## src/design/rational_arithmetic_unit_top_assert.svh

```systemverilog
// Assertion macros shared by the RTL.
`ifndef RATIONAL_ARITHMETIC_UNIT_TOP_ASSERT_SVH
`define RATIONAL_ARITHMETIC_UNIT_TOP_ASSERT_SVH

`ifndef ASSERT_OFF
`define RAU_ASSERT(lbl, prop) \
  lbl: assert property (@(posedge clk_i) disable iff (!rst_ni) prop) \
    else $error("rau assertion failed");
`define RAU_NEVER(lbl, cond) \
  lbl: assert property (@(posedge clk_i) disable iff (!rst_ni) !(cond)) \
    else $error("rau forbidden condition");
`else
`define RAU_ASSERT(lbl, prop)
`define RAU_NEVER(lbl, cond)
`endif

`endif

```

## src/design/rau_pkg.sv

```systemverilog
package rau_pkg;

  localparam logic [2:0] MODE_ADD = 3'd0;
  localparam logic [2:0] MODE_SUB = 3'd1;
  localparam logic [2:0] MODE_MUL = 3'd2;
  localparam logic [2:0] MODE_DIV = 3'd3;
  localparam logic [2:0] MODE_CMP = 3'd4;

  localparam logic [1:0] STS_OK   = 2'd0;
  localparam logic [1:0] STS_DIVZ = 2'd1;
  localparam logic [1:0] STS_OVF  = 2'd2;

  localparam logic [1:0] ORD_EQ = 2'b00;
  localparam logic [1:0] ORD_GT = 2'b01;
  localparam logic [1:0] ORD_LT = 2'b11;

  // 64 shift-add or shift-subtract steps per pass
  localparam int unsigned CNT_W = 6;
  localparam logic [CNT_W-1:0] CNT_LAST = '1;

  typedef enum logic [2:0] {
    ST_IDLE,
    ST_MUL,
    ST_SIGN,
    ST_NORM,
    ST_GCD,
    ST_DIV,
    ST_FIN
  } rau_state_e;

  typedef struct packed {
    logic load;
    logic mul_step;
    logic sign_en;
    logic norm_en;
    logic gcd_step;
    logic div_load;
    logic div_step;
    logic out_load;
  } rau_cmd_t;

  typedef struct packed {
    logic skip;
    logic gcd_eq;
  } rau_sts_t;

endpackage

```

## src/design/rau_ctrl.sv

```systemverilog
`include "rational_arithmetic_unit_top_assert.svh"
module rau_ctrl import rau_pkg::*; (
  input  logic     clk_i,
  input  logic     rst_ni,
  input  logic     in_valid_i,
  output logic     in_stall_o,
  output logic     out_valid_o,
  input  logic     out_stall_i,
  input  rau_sts_t sts_i,
  output rau_cmd_t cmd_o
);

  rau_state_e       state_q, state_d;
  logic [CNT_W-1:0] cnt_q, cnt_d;
  logic             out_valid_q, out_valid_d;
  logic             out_free;

  assign out_free = !out_valid_q || !out_stall_i;

  always_comb begin
    state_d = state_q;
    unique case (state_q)
      ST_IDLE: if (in_valid_i) state_d = ST_MUL;
      ST_MUL:  if (cnt_q == CNT_LAST) state_d = ST_SIGN;
      ST_SIGN: state_d = ST_NORM;
      ST_NORM: state_d = ST_GCD;
      ST_GCD: begin
        if (sts_i.skip)        state_d = ST_FIN;
        else if (sts_i.gcd_eq) state_d = ST_DIV;
      end
      ST_DIV:  if (cnt_q == CNT_LAST) state_d = ST_FIN;
      ST_FIN:  if (out_free) state_d = ST_IDLE;
      default: state_d = ST_IDLE;
    endcase
  end

  always_comb begin
    cmd_o = '0;
    unique case (state_q)
      ST_IDLE: cmd_o.load     = in_valid_i;
      ST_MUL:  cmd_o.mul_step = 1'b1;
      ST_SIGN: cmd_o.sign_en  = 1'b1;
      ST_NORM: cmd_o.norm_en  = 1'b1;
      ST_GCD: begin
        cmd_o.gcd_step = !sts_i.skip && !sts_i.gcd_eq;
        cmd_o.div_load = !sts_i.skip && sts_i.gcd_eq;
      end
      ST_DIV:  cmd_o.div_step = 1'b1;
      ST_FIN:  cmd_o.out_load = out_free;
      default: cmd_o = '0;
    endcase
  end

  always_comb begin
    cnt_d = cnt_q;
    if (cmd_o.load || cmd_o.div_load)          cnt_d = '0;
    else if (cmd_o.mul_step || cmd_o.div_step) cnt_d = cnt_q + 1'b1;
    out_valid_d = out_valid_q;
    if (cmd_o.out_load)    out_valid_d = 1'b1;
    else if (!out_stall_i) out_valid_d = 1'b0;
  end

  always_ff @(posedge clk_i or negedge rst_ni) begin
    if (!rst_ni) begin
      state_q     <= ST_IDLE;
      cnt_q       <= '0;
      out_valid_q <= 1'b0;
    end else begin
      state_q     <= state_d;
      cnt_q       <= cnt_d;
      out_valid_q <= out_valid_d;
    end
  end

  assign in_stall_o  = (state_q != ST_IDLE);
  assign out_valid_o = out_valid_q;

  `RAU_ASSERT(a_accept_starts_mul, (in_valid_i && !in_stall_o) |=> (state_q == ST_MUL && cnt_q == '0))
  `RAU_ASSERT(a_fin_gives_result, (state_q == ST_FIN && out_free) |=> (out_valid_q && state_q == ST_IDLE))
  `RAU_ASSERT(a_div_ends, (state_q == ST_DIV && cnt_q == CNT_LAST) |=> (state_q == ST_FIN))
  `RAU_NEVER(a_no_overwrite, cmd_o.out_load && out_valid_q && out_stall_i)

endmodule

```

## config.mk

```make
export PLATFORM = sky130hd
export DESIGN_NAME = rau_ctrl
export DESIGN_NICKNAME = d
export VERILOG_FILES = /design/src/design/rau_pkg.sv /design/src/design/rau_ctrl.sv
export VERILOG_INCLUDE_DIRS = /design/src /design/src/design
export SDC_FILE = /design/constraint.sdc
export NUM_CORES = 1
export LEC_CHECK = 0
export BUFFER_PORTS_ARGS = -buffer_cell sky130_fd_sc_hd__buf_2
export CORE_AREA = 2 2 39 41
export CTS_BUF_LIST = sky130_fd_sc_hd__clkbuf_8
export CTS_CLUSTER_DIAMETER = 30
export CTS_CLUSTER_SIZE = 12
export DETAILED_ROUTE_END_ITERATION = 8
export DIE_AREA = 0 0 41 43
export PLACE_DENSITY = 0.69
export RECOVER_POWER = 25
export REMOVE_ABC_BUFFERS = 1
export SLEW_MARGIN = 15
export SYNTH_ARGS = -nofsm -noshare
export SYNTH_HDL_FRONTEND = slang
export SYNTH_SLANG_ARGS = --single-unit
```

## constraint.sdc

```tcl
create_clock -name clk_i -period 2.85 [get_ports clk_i]
set_input_delay 0.1425 -clock clk_i [delete_from_list [all_inputs] [get_ports clk_i]]
set_output_delay 0.1425 -clock clk_i [all_outputs]
set_load 0.02 [all_outputs]
```

# Yosys cells after proc, flatten, opt, wreduce, memory -nomap -nowiden
# Index checks and enable logic that the tools add are counted.
[word_totals]
regBits = 10
in_bits = 6
out_inout_bits = 10
[op_classes]
addsub = 1
n_eq_ne = 13
n_mux = 18
reduce_logical = 13
[ops]
columns = ["cell", "n"]
rows = [
  ["3-bit one-hot mux with 7 select lines", 1],
  ["3-bit 2-to-1 mux", 6],
  ["6-bit 2-to-1 mux", 2],
  ["3-bit == test, second input constant", 3],
  ["1-bit 2-to-1 mux", 8],
  ["2-bit != test, second input constant", 4],
  ["6-bit by 1-bit adder with 6-bit output, second input constant", 1],
  ["3-bit by 2-bit == test with 1-bit output, second input constant", 2],
  ["6-bit == test, second input constant", 1],
  ["5-bit AND reduction", 1],
  ["1-bit logical NOT", 4],
  ["3-bit by 1-bit == test with 1-bit output, second input constant", 1],
  ["3-bit logical NOT", 1],
  ["1-bit logical OR", 3],
  ["3-bit != test, second input constant", 1],
  ["3-bit nonzero test", 1],
  ["1-bit logical AND", 2],
  ["2-bit 2-to-1 mux", 1],
  ["2-bit by 1-bit != test with 1-bit output, second input constant", 1],
  ["2-bit nonzero test", 1],
]

# Longest topological paths before layout
[depth]
depth_word = 5
ltp_mapped = 5
mapped_depth_nobuf = 4

# Least setup slack after synthesis
# OpenSTA, ideal clock, no wires.
[synth_timing]
kind = "register to register"
startpoint = "register state_q[1]"
endpoint = "register cnt_q[5]"
arrival_time_ps = 1323
slack_ps = 1447
stages_incl_launch_ff = 5
path_buffers = 1
synth_period_minus_slack_ps = 1403
cell_sequence = "dfrtp_1 > nand2b_1 > buf_6 > or4_1 > a21oi_1"
[synth_via]
elab_chain_len = 4
word_cells_on_any_way = 12
[synth_rtl]
columns = ["element", "line", "rtl"]
rows = [
  ["start, declared", "rau_ctrl.sv:13", "rau_state_e state_q, state_d;"],
  ["start signal, assigned", "rau_ctrl.sv:69", "state_q <= state_d;"],
  ["3-bit == test (tied with other cells)", "rau_ctrl.sv:39", "unique case (state_q)"],
  ["2-bit 2-to-1 mux or 1-bit 2-to-1 mux (tied branches)", "rau_ctrl.sv:39", ""],
  ["1-bit logical OR, on equally long branches", "rau_ctrl.sv:56, rau_ctrl.sv:57", ""],
  ["6-bit 2-to-1 mux or 2-bit nonzero test (tied branches)", "n/a", ""],
  ["end signal, assigned", "rau_ctrl.sv:70", "cnt_q <= cnt_d;"],
  ["end, declared", "rau_ctrl.sv:14", "logic [CNT_W-1:0] cnt_q, cnt_d;"],
]
# Several ways; a longest one is shown, not always the timed one.
# A chain may end at the register's enable or synchronous reset.

==> results by group <==
STA
  – Hold Slack: 0.167 ns
  – Setup TNS: 0 ns
  – Clock skew: ~0.00039 ns
  – RSZ-0062 raised after global routing: no
  – Fmax: just over 0.6 GHz
  – Worst rel slew slack: 0.568
  – Final setup fails: 0
  – Crit path time final: 1.65 ns
  – Slew Viols, Final: 0
  – Crit share post-route: 0.577
  – Actual slew at the worst max-slew pin: between 0.6 and 0.7 ns
  – Final hold vios: 0

Logic synthesis
  – Top cell type's share of synthesized area: 0.430
  – Sequential cell area fraction in the yosys report: 0.430
  – Synth cell types: 31
  – Syn_area_per_cell: about 8.8 µm²
  – Async S/R FF share, synth: 1.00
  – Yosys top cell by area: dfrtp_1
  – Cells after synthesis: 66
  – Most area-consuming cells after synthesis: dfrtp_1 (43%), nor2_1 (5.2%), nand2_1 (4.5%)
  – Yosys reg bits: 10
  – Synth Flop Type: dfrtp_1
  – Ys Warns: 0
  – EDFF count, synth: 0
  – Mapped Area: just under 600 µm²

Clock tree
  – Clock slew at reported path FFs: 0.04 ns
  – Total CTS buffers: 3
  – CTS tree: yes
  – Clock sink count: 10
  – Htree depth: 1
  – Clock latency on the worst-skew pair: 0.23 ns
  – Post-CTS Resized: 0
  – CTS root buf: clkbuf_8
  – Maximum buffer depth of the clock tree: 2

Final layout
  – Layout cell share with drive strength beyond 1: 0.244
  – Reg area: 250 µm²
  – Area grow syn2layout: 21.1%
  – Nets: 91
  – Area of the multi-input gates: 305 µm²
  – Fillers: around 140
  – Ant diodes: 0

Setup path
  – Crit path kind: flip-flop to primary output
  – CP Launch Type: flip-flop
  – Crit end category: primary output
  – Worst Reg2Reg Path Length in Cells: 3
  – Worst path required time: ~2.7 ns
  – R2R Path End: cnt_q[5]
  – Reg2reg start: state_q[1]
  – Crit path DAT: about 1.5 ns
  – R2R Setup Slk: around 1.3 ns
  – Max FO, Critical Path: 9

Worst hold path
  – Tightest Hold Check Type: input pin to flip-flop
  – Hold depth: 3
  – HP Start: out_stall_i
  – Worst Hold Path EP: out_valid_o

Drt
  – Vias/cell: 5.24
  – Drt first pass iters: 2
  – Post-DRT Antenna Nets: 0
  – Drt initial violations: 8
  – Routed WL per cell: about 12 µm
  – Final WL: about 1.1 mm
  – DRC viols: 0
  – Vias: between 500 and 600

GRT
  – Pin count of the biggest net entering global routing: 12
  – Vias in the first global route: around 430
  – GRT overflow: 0
  – Antenna violations before repair: 0
  – Global-route wire length before repair: about 1.7 mm
  – GRT Total Usage: 0.151

Placed design
  – GP Congestion: 0.741
  – HPWL Detailed: approximately 870 µm
  – Port Buffer Count: 15

Die
  – Starting density of the core: 0.420
  – DIE AREA: 0.00176 mm²
  – CORE AREA: between 0.001 and 0.0015 mm²
  – Die height: 43 µm
  – Std-Cell Rows: 14
  – I/O Pins: 16
  – Die Width: 41 µm

Pwr
  – Net Sw Power: about 280 µW
  – Max VDD drop: roughly 0.00033 V
  – Switching power share of the total: 0.412
  – Seq pwr share: 0.388
  – Comb pwr share: 0.398
  – Leak Pwr: roughly 0.35 nW
  – PwrDens: 952 mW/mm²
  – P_int: slightly below 400 µW
  – Power Total: about 670 µW
  – Clk network pwr share: 0.214

Run status
  – Status: finished, final reports clean

Flow run
  – MaxCap Viol Count: 0
worst max-delay path: stages, from the launching register on:
cell and delay [ns]:
dfrtp_1 0.44, or2b_1 0.26, or2_2 0.29, a21oi_1 0.11
buf_2 0.17
cell type report:
type	instances	share of cell area
clock buffer	3	0.0586
sequential	10	0.355
timing repair buffer	16	0.119
inverter	1	0.00533
tap	16	0.0284
multi-input combinational	52	0.433
logic make-up after synthesis:
logic type      after synthesis  synth area share
simple gates                 34             0.305
compound gates               14             0.151
flops                        10             0.430
buf+inv                       4            0.0452
xor+xnor                      2            0.0301
mux                           1            0.0172
fa+ha+maj                     1            0.0215
Yosys cell counts, types with 2 or more instances:
cell      number
o21ai_0        3
xor2_1         2
a21oi_1        5
nand2_1        7
nor2_1         8
nor3_1         3
nand2b_1       3
nand3_1        2
dfrtp_1       10
nand3b_1       2
state kept, by name, indices dropped and copies added, names as in the netlist:
| signal | flops |
|---|---|
| cnt_q | 6 |
| state_q | 3 |
| out_valid_o | 1 |
power groups by stage:
stage                     logic [mW]  clock network (mW)  registers (mW)
after floorplan                0.202                   0           0.247
after global placement         0.263                   0           0.259
after detailed placement       0.267                   0           0.261
after CTS                      0.270               0.148           0.259
after global routing           0.305               0.154           0.269
final                          0.267               0.143           0.260
through the flow:
step	instance area, µm²	cells	setup WS, ns	util
floorplan	559	63	1.43	-
global placement	654	94	1.30	0.473
detailed placement	654	94	1.30	0.473
CTS	706	98	1.20	0.510
global route	704	98	1.14	0.509
finish	704	98	1.20	0.509
per-layer routing:
metal / up-vias / share of wire / wire length (µm) / track usage
met5: - / 0 / 0 / 0
met4: 0 / 0.035 / 40 / 0.120
met3: 5 / 0.061 / 69 / 0.0314
met2: 16 / 0.43 / 489 / 0.213
met1: 230 / 0.47 / 538 / 0.189
li1: 263 / - / - / -
placed cells by master (no fill, tap or decap), drive strengths merged:
master       count
a211o            1
a21boi           1
a21o             1
a21oi            5
and2             1
and3             2
buf             14
clkbuf           4
dfrtp           10
dlygate4sd3      1
ha               1
inv              1
mux2i            1
nand2            7
nand2b           3
nand3            2
nand3b           2
nor2             8
nor3             3
nor3b            1
o21a             1
o21ai            3
o31ai            1
o32ai            1
or2              1
or2b             1
or3              2
or4              1
xor2             2
repair_timing:
item                                    CTS  global route
hold buffers                              1             0
setup buffers                             0             0
endpoints found under the setup margin    0             0
hold endpoints to repair                 10             0
worst max path at each step:
stage,startpoint,end,slack [ns],cells past startpoint
2_1_floorplan,state_q[1],cnt_q[5],1.43,3
3_3_place_gp,state_q[1],cnt_q[5],1.30,3
3_5_place_dp,state_q[1],cnt_q[5],1.30,3
5_1_grt,state_q[2],cmd_o[0],1.14,4
4_1_cts,state_q[1],cmd_o[0],1.20,4
6_report,state_q[1],cmd_o[0],1.20,4
Power figures use the tool's default switching activity.
